### config.mk
export PLATFORM = sky130hd
export DESIGN_NAME = indexed_byte_sequence_store_top
export DESIGN_NICKNAME = d
export VERILOG_FILES = /design/src/rtl/ibss_pkg.sv /design/src/rtl/indexed_byte_sequence_store_top.sv /design/src/rtl/ibss_cell.sv
export SDC_FILE = /design/constraint.sdc
export NUM_CORES = 1
export LEC_CHECK = 0
export BUFFER_PORTS_ARGS = -buffer_cell sky130_fd_sc_hd__buf_2
export CAP_MARGIN = 5
export CORE_MARGIN = 8
export CORE_UTILIZATION = 60
export DETAILED_ROUTE_END_ITERATION = 6
export HOLD_SLACK_MARGIN = 0.08
export PLACE_DENSITY = 0.74
export REMOVE_ABC_BUFFERS = 1
export SYNTH_ARGS = -nofsm -noshare
export SYNTH_HDL_FRONTEND = slang
export SYNTH_SLANG_ARGS = --single-unit
### constraint.sdc
create_clock -name clk -period 14.45 [get_ports clk]
set_clock_uncertainty 0.2 [all_clocks]
set_input_delay 1.445 -clock clk [delete_from_list [all_inputs] [get_ports clk]]
set_output_delay 1.445 -clock clk [all_outputs]
set_load 0.02 [all_outputs]
### src/rtl/ibss_pkg.sv
// ----------------------------------------------------------------------------
// ibss_pkg: shared types and constants for the indexed byte sequence store
// Opcodes, status codes, cell commands and the per-cycle cell command struct.
// ----------------------------------------------------------------------------
package ibss_pkg;

  localparam int DEPTH = 32;                       // number of element cells
  localparam int OP_W  = 3;                        // opcode width
  localparam int POS_W = 6;                        // position port width
  localparam int SYM_W = 8;                        // element width
  localparam int STAT_W = 2;                       // status width
  localparam int LEN_W = 6;                        // length port width
  localparam int CNT_W = $clog2(DEPTH + 1);        // holds 0..DEPTH
  localparam int CMP_W = (CNT_W > POS_W) ? CNT_W : POS_W;

  typedef enum logic [OP_W-1:0] {
    OP_APPEND       = 3'd0,
    OP_INSERT       = 3'd1,
    OP_REMOVE       = 3'd2,
    OP_REMOVE_FIRST = 3'd3,
    OP_REMOVE_LAST  = 3'd4,
    OP_DUMP         = 3'd5
  } opcode_t;

  typedef enum logic [STAT_W-1:0] {
    STAT_DONE    = 2'd0,
    STAT_REFUSED = 2'd1,
    STAT_EMPTY   = 2'd2
  } status_t;

  typedef enum logic [1:0] {
    CELL_HOLD,
    CELL_INSERT,
    CELL_REMOVE,
    CELL_ROTATE
  } cell_op_t;

  typedef enum logic {
    MODE_IDLE,
    MODE_DUMP
  } mode_t;

  // Broadcast to every cell each cycle
  typedef struct packed {
    cell_op_t                 op;
    logic [CMP_W-1:0]         pos;
    logic [CMP_W-1:0]         count;
    logic signed [SYM_W-1:0]  symbol;
  } cell_cmd_t;

endpackage

### src/rtl/indexed_byte_sequence_store_top.sv
// ----------------------------------------------------------------------------
// indexed_byte_sequence_store_top: ordered store of up to DEPTH signed bytes
// The first result of every request is registered and appears in the cycle after it is taken.
// Append, insert and the removes never raise busy, so they can follow back to back.
// A dump gives one result per cycle, one per stored element (one when empty),
// holding busy for all but its first cycle while the row rotates to its head.
// Reset (rst, synchronous): mode idle, count to zero, strobe low; element cells uncleared.
// ----------------------------------------------------------------------------
module indexed_byte_sequence_store_top (
  input  logic                                clk,
  input  logic                                rst,
  input  logic                                start,
  output logic                                busy,
  input  logic [ibss_pkg::OP_W-1:0]           opcode,
  input  logic [ibss_pkg::POS_W-1:0]          position,
  input  logic signed [ibss_pkg::SYM_W-1:0]   symbol,
  output logic                                strobe,
  output logic [ibss_pkg::STAT_W-1:0]         status,
  output logic signed [ibss_pkg::SYM_W-1:0]   element,
  output logic                                element_valid,
  output logic                                last,
  output logic [ibss_pkg::LEN_W-1:0]          length
);

  // --------------------------------------------------------------------------
  // Control state
  // --------------------------------------------------------------------------
  ibss_pkg::mode_t            mode, mode_next;
  logic [ibss_pkg::CNT_W-1:0] count, count_next;
  logic [ibss_pkg::CNT_W-1:0] dump_left, dump_left_next;

  // Result registers (strobe is control, the rest is payload)
  logic                              strobe_next;
  logic [ibss_pkg::STAT_W-1:0]       status_next;
  logic signed [ibss_pkg::SYM_W-1:0] element_next;
  logic                              element_valid_next;
  logic                              last_next;

  // --------------------------------------------------------------------------
  // Request decode
  // --------------------------------------------------------------------------
  logic                       req;
  logic [ibss_pkg::CMP_W-1:0] cnt_ext;
  logic [ibss_pkg::CMP_W-1:0] pos_ext;
  logic [ibss_pkg::CMP_W-1:0] pos_eff;
  logic                       is_insert;
  logic                       is_remove;
  logic                       is_dump;
  logic                       full;
  logic                       empty;
  ibss_pkg::status_t          req_status;
  ibss_pkg::cell_cmd_t        cmd;

  logic signed [ibss_pkg::SYM_W-1:0] cell_data [ibss_pkg::DEPTH];

  assign busy    = (mode == ibss_pkg::MODE_DUMP);
  assign req     = start && !busy;
  assign cnt_ext = ibss_pkg::CMP_W'(count);
  assign pos_ext = ibss_pkg::CMP_W'(position);
  assign full    = (count == ibss_pkg::CNT_W'(ibss_pkg::DEPTH));
  assign empty   = (count == '0);

  always_comb begin
    is_insert = 1'b0;
    is_remove = 1'b0;
    is_dump   = 1'b0;
    pos_eff   = pos_ext;
    case (opcode)
      ibss_pkg::OP_APPEND: begin
        is_insert = 1'b1;
        pos_eff   = cnt_ext;
      end
      ibss_pkg::OP_INSERT: begin
        is_insert = 1'b1;
      end
      ibss_pkg::OP_REMOVE: begin
        is_remove = 1'b1;
      end
      ibss_pkg::OP_REMOVE_FIRST: begin
        is_remove = 1'b1;
        pos_eff   = '0;
      end
      ibss_pkg::OP_REMOVE_LAST: begin
        is_remove = 1'b1;
        pos_eff   = cnt_ext - ibss_pkg::CMP_W'(1);   // unused when empty
      end
      ibss_pkg::OP_DUMP: begin
        is_dump = 1'b1;
      end
      default: begin
        pos_eff = pos_ext;                          // unknown: refused below
      end
    endcase
  end

  // Status of a request; a dump always reports done
  always_comb begin
    req_status = ibss_pkg::STAT_REFUSED;
    if (is_insert) begin
      // insert at the count is an append; above it is out of range
      if (!full && (pos_eff <= cnt_ext)) begin
        req_status = ibss_pkg::STAT_DONE;
      end
    end else if (is_remove) begin
      if (empty) begin
        req_status = ibss_pkg::STAT_EMPTY;
      end else if (pos_eff < cnt_ext) begin
        req_status = ibss_pkg::STAT_DONE;
      end
    end else if (is_dump) begin
      req_status = ibss_pkg::STAT_DONE;
    end
  end

  // --------------------------------------------------------------------------
  // Cell row command: one shift step per cycle
  // --------------------------------------------------------------------------
  always_comb begin
    cmd.op     = ibss_pkg::CELL_HOLD;
    cmd.pos    = pos_eff;
    cmd.count  = cnt_ext;
    cmd.symbol = symbol;
    if (busy) begin
      cmd.op = ibss_pkg::CELL_ROTATE;
    end else if (req && is_dump && !empty) begin
      // head goes out now; the row starts rotating in the same cycle
      cmd.op = ibss_pkg::CELL_ROTATE;
    end else if (req && (req_status == ibss_pkg::STAT_DONE)) begin
      if (is_insert) begin
        cmd.op = ibss_pkg::CELL_INSERT;
      end else if (is_remove) begin
        cmd.op = ibss_pkg::CELL_REMOVE;
      end
    end
  end

  for (genvar i = 0; i < ibss_pkg::DEPTH; i++) begin : g_cell
    logic signed [ibss_pkg::SYM_W-1:0] left_in;
    logic signed [ibss_pkg::SYM_W-1:0] right_in;

    if (i == 0) begin : g_head
      assign left_in = '0;
    end else begin : g_mid_l
      assign left_in = cell_data[i-1];
    end

    if (i == ibss_pkg::DEPTH - 1) begin : g_tail
      assign right_in = '0;
    end else begin : g_mid_r
      assign right_in = cell_data[i+1];
    end

    ibss_cell u_cell (
      .clk        (clk),
      .idx        (ibss_pkg::CMP_W'(i)),
      .cmd        (cmd),
      .left_data  (left_in),
      .right_data (right_in),
      .head_data  (cell_data[0]),
      .data       (cell_data[i])
    );
  end

  // --------------------------------------------------------------------------
  // Mode: next state
  // --------------------------------------------------------------------------
  always_comb begin
    mode_next = mode;
    case (mode)
      ibss_pkg::MODE_IDLE: begin
        // a single-element dump is finished in the request cycle
        if (req && is_dump && (count > ibss_pkg::CNT_W'(1))) begin
          mode_next = ibss_pkg::MODE_DUMP;
        end
      end
      ibss_pkg::MODE_DUMP: begin
        if (dump_left == ibss_pkg::CNT_W'(1)) begin
          mode_next = ibss_pkg::MODE_IDLE;
        end
      end
      default: begin
        mode_next = ibss_pkg::MODE_IDLE;
      end
    endcase
  end

  // --------------------------------------------------------------------------
  // Mode: outputs, count and result
  // --------------------------------------------------------------------------
  always_comb begin
    count_next         = count;
    dump_left_next     = dump_left;
    strobe_next        = 1'b0;
    status_next        = ibss_pkg::STAT_DONE;
    element_next       = '0;
    element_valid_next = 1'b0;
    last_next          = 1'b1;
    case (mode)
      ibss_pkg::MODE_IDLE: begin
        if (req) begin
          strobe_next    = 1'b1;
          status_next    = req_status;
          dump_left_next = count - ibss_pkg::CNT_W'(1);   // elements still to emit
          if (req_status == ibss_pkg::STAT_DONE) begin
            if (is_insert) begin
              count_next = count + ibss_pkg::CNT_W'(1);
            end else if (is_remove) begin
              count_next = count - ibss_pkg::CNT_W'(1);
            end
          end
          // a dump of a non-empty store emits its head element right away
          if (is_dump && !empty) begin
            element_next       = cell_data[0];
            element_valid_next = 1'b1;
            last_next          = (count == ibss_pkg::CNT_W'(1));
          end
        end
      end
      ibss_pkg::MODE_DUMP: begin
        // head cell carries the next element in order
        strobe_next        = 1'b1;
        element_next       = cell_data[0];
        element_valid_next = 1'b1;
        last_next          = (dump_left == ibss_pkg::CNT_W'(1));
        dump_left_next     = dump_left - ibss_pkg::CNT_W'(1);
      end
      default: begin
        strobe_next = 1'b0;
      end
    endcase
  end

  always_ff @(posedge clk) begin
    if (rst) begin
      mode   <= ibss_pkg::MODE_IDLE;
      count  <= '0;
      strobe <= 1'b0;
    end else begin
      mode   <= mode_next;
      count  <= count_next;
      strobe <= strobe_next;
    end
  end

  always_ff @(posedge clk) begin
    dump_left     <= dump_left_next;
    status        <= status_next;
    element       <= element_next;
    element_valid <= element_valid_next;
    last          <= last_next;
    length        <= ibss_pkg::LEN_W'(count_next);
  end

  // --------------------------------------------------------------------------
  // Assertions
  // --------------------------------------------------------------------------
`ifndef SYNTHESIS
  // every accepted request yields a result in the next cycle
  a_req_result: assert property (@(posedge clk) disable iff (rst)
    (start && !busy) |=> strobe)
    else $error("request without result");

  // dump results run without gaps until the marked last one
  a_dump_run: assert property (@(posedge clk) disable iff (rst)
    (strobe && !last) |=> (strobe && element_valid))
    else $error("dump result sequence broken");

  // element values only come with a completed dump
  a_elem_done: assert property (@(posedge clk) disable iff (rst)
    (strobe && element_valid) |-> (status == ibss_pkg::STAT_DONE))
    else $error("element emitted with failing status");

  // the count never exceeds the capacity
  a_count_cap: assert property (@(posedge clk) disable iff (rst)
    count <= ibss_pkg::CNT_W'(ibss_pkg::DEPTH))
    else $error("element count above capacity");
`endif

endmodule

### src/rtl/ibss_cell.sv
// ----------------------------------------------------------------------------
// ibss_cell: one element slot of the shifting row
// Holds one byte; takes its left or right neighbor, the new symbol, or the
// head of the row, as the broadcast command and its own index dictate.
// ----------------------------------------------------------------------------
module ibss_cell (
  input  logic                                 clk,
  input  logic [ibss_pkg::CMP_W-1:0]           idx,
  input  ibss_pkg::cell_cmd_t                  cmd,
  input  logic signed [ibss_pkg::SYM_W-1:0]    left_data,
  input  logic signed [ibss_pkg::SYM_W-1:0]    right_data,
  input  logic signed [ibss_pkg::SYM_W-1:0]    head_data,
  output logic signed [ibss_pkg::SYM_W-1:0]    data
);

  logic signed [ibss_pkg::SYM_W-1:0] data_next;
  logic [ibss_pkg::CMP_W-1:0]        idx_plus1;

  assign idx_plus1 = idx + ibss_pkg::CMP_W'(1);

  always_comb begin
    data_next = data;
    case (cmd.op)
      ibss_pkg::CELL_INSERT: begin
        if (idx > cmd.pos) begin
          data_next = left_data;
        end else if (idx == cmd.pos) begin
          data_next = cmd.symbol;
        end
      end
      ibss_pkg::CELL_REMOVE: begin
        if (idx >= cmd.pos) begin
          data_next = right_data;
        end
      end
      ibss_pkg::CELL_ROTATE: begin
        // rotate the occupied part left; the head wraps to the tail
        if (idx_plus1 < cmd.count) begin
          data_next = right_data;
        end else if (idx_plus1 == cmd.count) begin
          data_next = head_data;
        end
      end
      default: begin
        data_next = data;
      end
    endcase
  end

  always_ff @(posedge clk) begin
    data <= data_next;
  end

endmodule

==> results.md, run 1 <==
- Outcome: finished clean
- Min Tclk post-route: 8124 ps
- Final net count: 1629
- Area delta synth->final: 7.812%
- Cell with the most instances after synthesis: edfxtp_1
- All-Layer GR Usage: 0.2976
- Initial DRC Count: 1955
- Worst-path maximum fanout: 111
- EDFF count, synth: 262
- Final Hold Viols: 0
- Detailed-route DRC error count: 0
- DP Area: 0.01784 mm2
- RR Endpoint: g_cell[9].u_cell.data[3]
- Post-synth cell types: 74
- Number of synthesized register bits: 288
- Placed cell count: 1948
- First-pass DRT Iterations: 7
- Die Ht: 186.9 um
- IO Count: 40
- CTS H-tree lvls: 1
- Synth top area cells: edfxtp_1 45%, mux2i_1 13%, a221o_1 9.2%
- Drt wl/cell: 27.28 um
- Post-Layout Inst Area: 0.01889 mm2
- Setup slack after layout: 6326 ps
- Final Setup Violations: 0
- Post-route ant nets: 0
- Die W: 186.9 um
- TritonCTS buffer count: 31
- Worst Max-Slew Pin Slew: 1419 ps
- CTS tree: yes
- Post-Route WL: 54730 um
- Reg2reg path depth: 17
- RSZ-0062 raised after global routing: no
- Worst Setup Start Kind: flop
- CTS Buffer Depth: 3
- Area leader, netlist: edfxtp_1
- Total negative slack: 0 ps
- Full die area: 0.03493 mm2
- Routability cong.: 1.050
- Peak supply drop: 122.7 uV
- Port Buffers: 39
- First-pass GRT wire length: 83650 um
- Hold Path Class: flop to flop
- Area of the core: 0.02870 mm2
- Yosys warning count: 0
- Remaining Overflow, GRT: 0
- Worst reg2reg setup slack: 6330 ps
- Num rows: 62
- Filler instances: 2308
- Largest net degree at the start of global routing: 112
- Post-synth top flop: edfxtp_1
- Vias: 14630
- Worst Hold Endpoint: g_cell[30].u_cell.data[1]
- Share of the yosys chip area belonging to registers: 0.4787
- Syn Std Cell Area: 0.01752 mm2
- Post-CTS setup buffer count: 0
- Place WS: 6195 ps
- Slew Viols, Final: 0
- Hold_ws: 360.1 ps
- Initial antenna violation count: 1
- Worst-path clk slew: 60 ps
- Cell Pwr Density: 147.9 mW/mm2
- Post-cts hold buffer count: 0
- Initial Utilization: 0.6105
- Worst hold path cell count: 1
- Vias in the first global route: 14400
- Async set-reset flop share out of synthesis: 0
- Vias/cell: 7.292
- Worst skew pair latency: 580 ps
- Synth top area share: 0.4490
- WP data required: 14570 ps
- Ant diodes: 0
- Min-delay src: g_cell[31].u_cell.data[1]
- Non-filler cells, final: 2006
- Cts repair resizes: 0
- Num Clock Sinks: 288
- Total power: 2.794 mW
- Max-Cap Viols: 0
- Slew headroom: 0.04696
- P_leak: 7.324 nW
- Critical Path AT: 8240 ps
- Post-DP HPWL: 36760 um
- Mapped Cells: 1639
- Share of cells above drive strength 1: 0.1067
- Root buffer cell: clkbuf_16
- Util after Layout: 0.6582
- Setup CP Type: flop to flop
- CP Capture Type: flop
- Reg-to-reg startpoint: cnt_ext[1]
- Syn avg cell area: 10.69 um2
- Top cells by count, synth: 262 x edfxtp_1, 219 x mux2i_1, 174 x nor2_1
- Peak Freq: 123.1 MHz
- Final period util: 0.5622
[area by class of cell]
type / instances / area (um2) / share of cell area
inverters: 37 / 138.9 / 0.007352
multi-input cells: 1151 / 8267 / 0.4376
well taps: 384 / 480.5 / 0.02543
clock inverters: 13 / 143.9 / 0.007617
flip-flops and latches: 288 / 8388 / 0.4440
clock buffers: 45 / 909.6 / 0.04815
repair buffers: 88 / 563.0 / 0.02981
[flip-flops by register name (all words and copies together), names as in the netlist]
signal and count:
length 6, cnt_ext 6, status 2, busy 1
strobe 1, last 1, g_cell.u_cell.data 256, dump_left 6
element 8, element_valid 1
[worst max path at each step]
stage	start	endpoint	slack [ps]	cells after the start
after floorplan	opcode[2]	g_cell[13].u_cell.data[0]	3240	12
after global placement	opcode[2]	g_cell[17].u_cell.data[7]	6400	15
after detailed placement	opcode[2]	g_cell[5].u_cell.data[3]	6190	15
after CTS	cnt_ext[1]	g_cell[13].u_cell.data[4]	6710	17
after global routing	cnt_ext[1]	g_cell[5].u_cell.data[6]	6130	17
final	cnt_ext[1]	g_cell[9].u_cell.data[3]	6330	17
[worst max-delay path: stages, from the launching register on]
cell and delay [ps]:
dfxtp_1 700, inv_1 350, ha_1 500, and4bb_2 350
xnor2_1 140, a221o_1 160, buf_4 300, clkinv_1 350
ha_1 420, and4_1 220, and3_1 190, o211ai_1 160
a31o_2 450, o21ai_4 810, buf_4 930, buf_4 1020
nor2_1 150, a221o_1 310
[routing by layer]
layer  routed length, um  share of wire  GRT usage
met2               24770           0.45     0.4652
met1               21900           0.40     0.4020
met4                2347          0.043     0.1277
met5                   0              0          0
met3                5711           0.10    0.05518
[cells in the final DEF (no fill, tap or decap), types with 13 or more instances in the layout]
cell type	instances
dfxtp_1	26
inv_1	34
edfxtp_1	262
o221ai_1	14
o22ai_1	13
a211oi_1	19
a221o_1	161
o21ai_0	81
nor2_1	173
buf_2	39
a21oi_1	57
a22oi_1	74
nand3_1	43
mux2i_1	219
buf_4	49
clkbuf_16	32
o21ai_1	35
nor3_1	19
nand2_1	92
[kinds of logic (layout without fill, tap and decap cells)]
family	Yosys count	count (layout)	share of synthesized area
AO/OA/AOI/OAI	515	515	0.2267
AND/OR/NAND/NOR	395	395	0.1035
flip-flops	288	288	0.4787
multiplexers	219	219	0.1251
buffers and inverters	200	183	0.05241
adder cells (fa/ha/maj)	12	12	0.008569
XOR/XNOR	10	10	0.004999
[power breakdown]
| group | internal [mW] | switching, mW |
|---|---|---|
| logic | 0.284 | 0.495 |
| clock network | 0.488 | 0.335 |
| registers | 1.10 | 0.0899 |
(Power assumes the default switching activity.)
==> inputs of run 2 (changes only) <==
ABC_AREA = 1   (was not set)
clock period = 7.9 ns   (was 14.45 ns; I/O delays follow)
==> run 2 against run 1 <==
  * Count of clock-buffer cells in the layout is 6 higher
  * Final area is 20% higher
  * Combinational power is 140% higher
  * Critical path type unchanged
  * Critical endpoint is now g_cell[7].u_cell.data[0]
==> results.md, run 2 <==
- Routability cong.: 1.072
- Slew Viols, Final: 0
- Synth top area share: 0.3711
- Max FFs per register: 256
- EDFF count, synth: 262
- Max-Cap Viols: 0
- First-pass DRT Iterations: 7
- Total negative slack: 0 ps
- Commonest non-fill, non-tap cell in the layout: nand2_1
- RR Endpoint: g_cell[7].u_cell.data[0]
- Cell Pwr Density: 254.4 mW/mm2
- Slew headroom: 0.1048
- Worst Max-Slew Pin Slew: 1335 ps
- Worst skew pair latency: 550 ps
- RSZ-0062 raised after global routing: no
- Worst-path maximum fanout: 54
- Post-route ant nets: 0
- Critical path's largest stage delay: 940 ps
- Worst reg2reg setup slack: 1720 ps
- DP Area: 0.02139 mm2
- Final net count: 3104
- Worst path cell trace: inv_2 -> ha_1 -> inv_1 -> nand2_1 -> nand2_1 -> nor2_1 -> nor2_1 -> nor2_4 -> ha_1 -> nand2_1 -> nor2_1 -> o21ai_0 -> nand3_1 -> nand2_1 -> nand2_1 -> nand2_2 -> nand3_4 -> nand2_2 -> inv_1 -> nor3_1
- First-pass GRT wire length: 122800 um
- Min Tclk post-route: 6181 ps
- CP max-delay cell: nor3_1
- Full die area: 0.04161 mm2
- Post-DP HPWL: 55040 um
- Hold Path Class: input port to flop
- WP data required: 7870 ps
- Final Setup Violations: 0
- Synth top area cells: edfxtp_1 37%, nand2_1 19%, nand3_1 8.8%
- Peak Freq: 161.8 MHz
- Top cells by count, synth: 1096 x nand2_1, 373 x inv_1, 371 x nand3_1
- P_leak: 10.04 nW
- Post-cts hold buffer count: 0
- Outcome: finished clean
- CP Capture Type: flop
- Worst Hold Endpoint: cnt_ext[4]
- Peak supply drop: 266.5 uV
- Vias in the first global route: 20470
- Syn avg cell area: 6.733 um2
- Largest net degree at the start of global routing: 101
- Cts repair resizes: 0
- Drt wl/cell: 22.82 um
- Most frequent cells in the layout: 1096 x nand2_1, 373 x inv_1, 371 x nand3_1
- Biggest regs: g_cell.u_cell.data x256, element x8
- Share of the yosys chip area belonging to registers: 0.3956
- Port Buffers: 39
- Yosys warning count: 0
- Num Clock Sinks: 288
- Initial DRC Count: 3240
- Share of cells above drive strength 1: 0.06901
- Critical Path AT: 6150 ps
- CTS tree: yes
- Reg2reg path depth: 20
- Initial antenna violation count: 1
- Vias: 22110
- Initial Utilization: 0.6019
- Die Ht: 204.0 um
- CTS Buffer Depth: 3
- Async set-reset flop share out of synthesis: 0
- Area of the core: 0.03522 mm2
- Area delta synth->final: 6.503%
- Final period util: 0.7824
- Die W: 204.0 um
- Mapped Cells: 3149
- Number of synthesized register bits: 288
- Post-CTS setup buffer count: 0
- Worst-path clk slew: 60 ps
- Reg-to-reg startpoint: cnt_ext[0]
- Largest reg by FF count: g_cell.u_cell.data
- Worst Setup Start Kind: flop
- Worst Setup SP: cnt_ext[0]
- Worst hold path cell count: 2
- CTS H-tree lvls: 2
- Detailed-route DRC error count: 0
- IO Count: 40
- Setup CP Type: flop to flop
- Post-synth cell types: 41
- Area leader, netlist: edfxtp_1
- All-Layer GR Usage: 0.3849
- Remaining Overflow, GRT: 0
- Cell with the most instances after synthesis: nand2_1
- Post-Route WL: 81340 um
- Post-Layout Inst Area: 0.02258 mm2
- Most frequent CP cell: nand2_1
- Root buffer cell: clkbuf_16
- Num rows: 69
- Final Hold Viols: 0
- Syn Std Cell Area: 0.02120 mm2
- TritonCTS buffer count: 37
- Post-synth top flop: edfxtp_1
- Vias/cell: 6.201
- Min-delay src: rst
==> run 2: cell types whose count changed in the layout (fill, tap and decap cells not counted), sizes merged, moves of 161 or more <==
| cell | before | now |
|---|---|---|
| a221o | 161 | 0 |
| inv | 35 | 406 |
| mux2i | 219 | 0 |
| nand2 | 92 | 1120 |
| nand3 | 43 | 378 |
| o21ai | 118 | 397 |
==> run 2: through the flow <==
stage | total power [mW] | util | instances | hold slack (ps) | setup WS [ps]
6_report | 5.744 | 0.6411 | 3565 | 360.5 | 1719
5_1_grt | 5.985 | 0.6409 | 3562 | 380.4 | 1464
4_1_cts | 5.657 | 0.6409 | 3562 | 345.3 | 1883
3_5_place_dp | 3.999 | 0.6073 | 3494 | 348.4 | 1891
3_3_place_gp | 3.956 | 0.6073 | 3494 | 337.3 | 2163
2_1_floorplan | 3.353 | - | 2961 | 325.1 | 623.8
==> run 2: per-layer routing <==
layer	vias to the layer above	part of all wire	global-route usage
li1	10190	-	-
met1	9972	0.37	0.5095
met2	1668	0.41	0.5582
met3	280	0.16	0.1198
met4	2	0.057	0.2044
met5	-	0.00028	0
==> run 2: worst max-delay path: cells and delay by family, from the launching register on <==
kind                       cells  cell delay, ps
adders and majority gates      2             680
and+or+nand+nor               14            3420
AOI/OAI and AO/OA              1              80
DFF                            1             630
buffers and inverters          3             740
==> run 2: worst max-delay path by stage <==
stage                                endpoint  depth (start not counted)
global route         g_cell[7].u_cell.data[0]                         20
global placement     g_cell[7].u_cell.data[0]                         18
floorplan           g_cell[12].u_cell.data[0]                         13
detailed placement   g_cell[7].u_cell.data[0]                         20
CTS                  g_cell[7].u_cell.data[0]                         20
finish               g_cell[7].u_cell.data[0]                         20
==> run 2: cell type report <==
class | count | area [um2]
fill | 3169 | 12640
clock buffer | 51 | 1071
clock inverter | 17 | 112.6
sequential | 288 | 8388
timing repair buffer | 72 | 467.9
tap | 461 | 576.8
multi-input combinational | 2256 | 10390
antenna | 3 | 7.507
inverter | 417 | 1572
==> run 2: kinds of logic (layout without fill, tap and decap cells) <==
family | count (synthesis) | in the layout | synth area share
compound gates | 615 | 615 | 0.1576
xor+xnor | 2 | 2 | 0.0008263
fa+ha+maj | 12 | 12 | 0.007081
buf+inv | 605 | 557 | 0.1148
flops | 288 | 288 | 0.3956
other cells | 0 | 3 | 0
simple gates | 1627 | 1627 | 0.3241
==> run 2: power by group <==
| group | total, mW | switching [mW] | internal (mW) |
|---|---|---|---|
| sequential | 2.17 | 0.157 | 2.01 |
| clock | 1.68 | 0.699 | 0.983 |
| combinational | 1.89 | 1.42 | 0.476 |
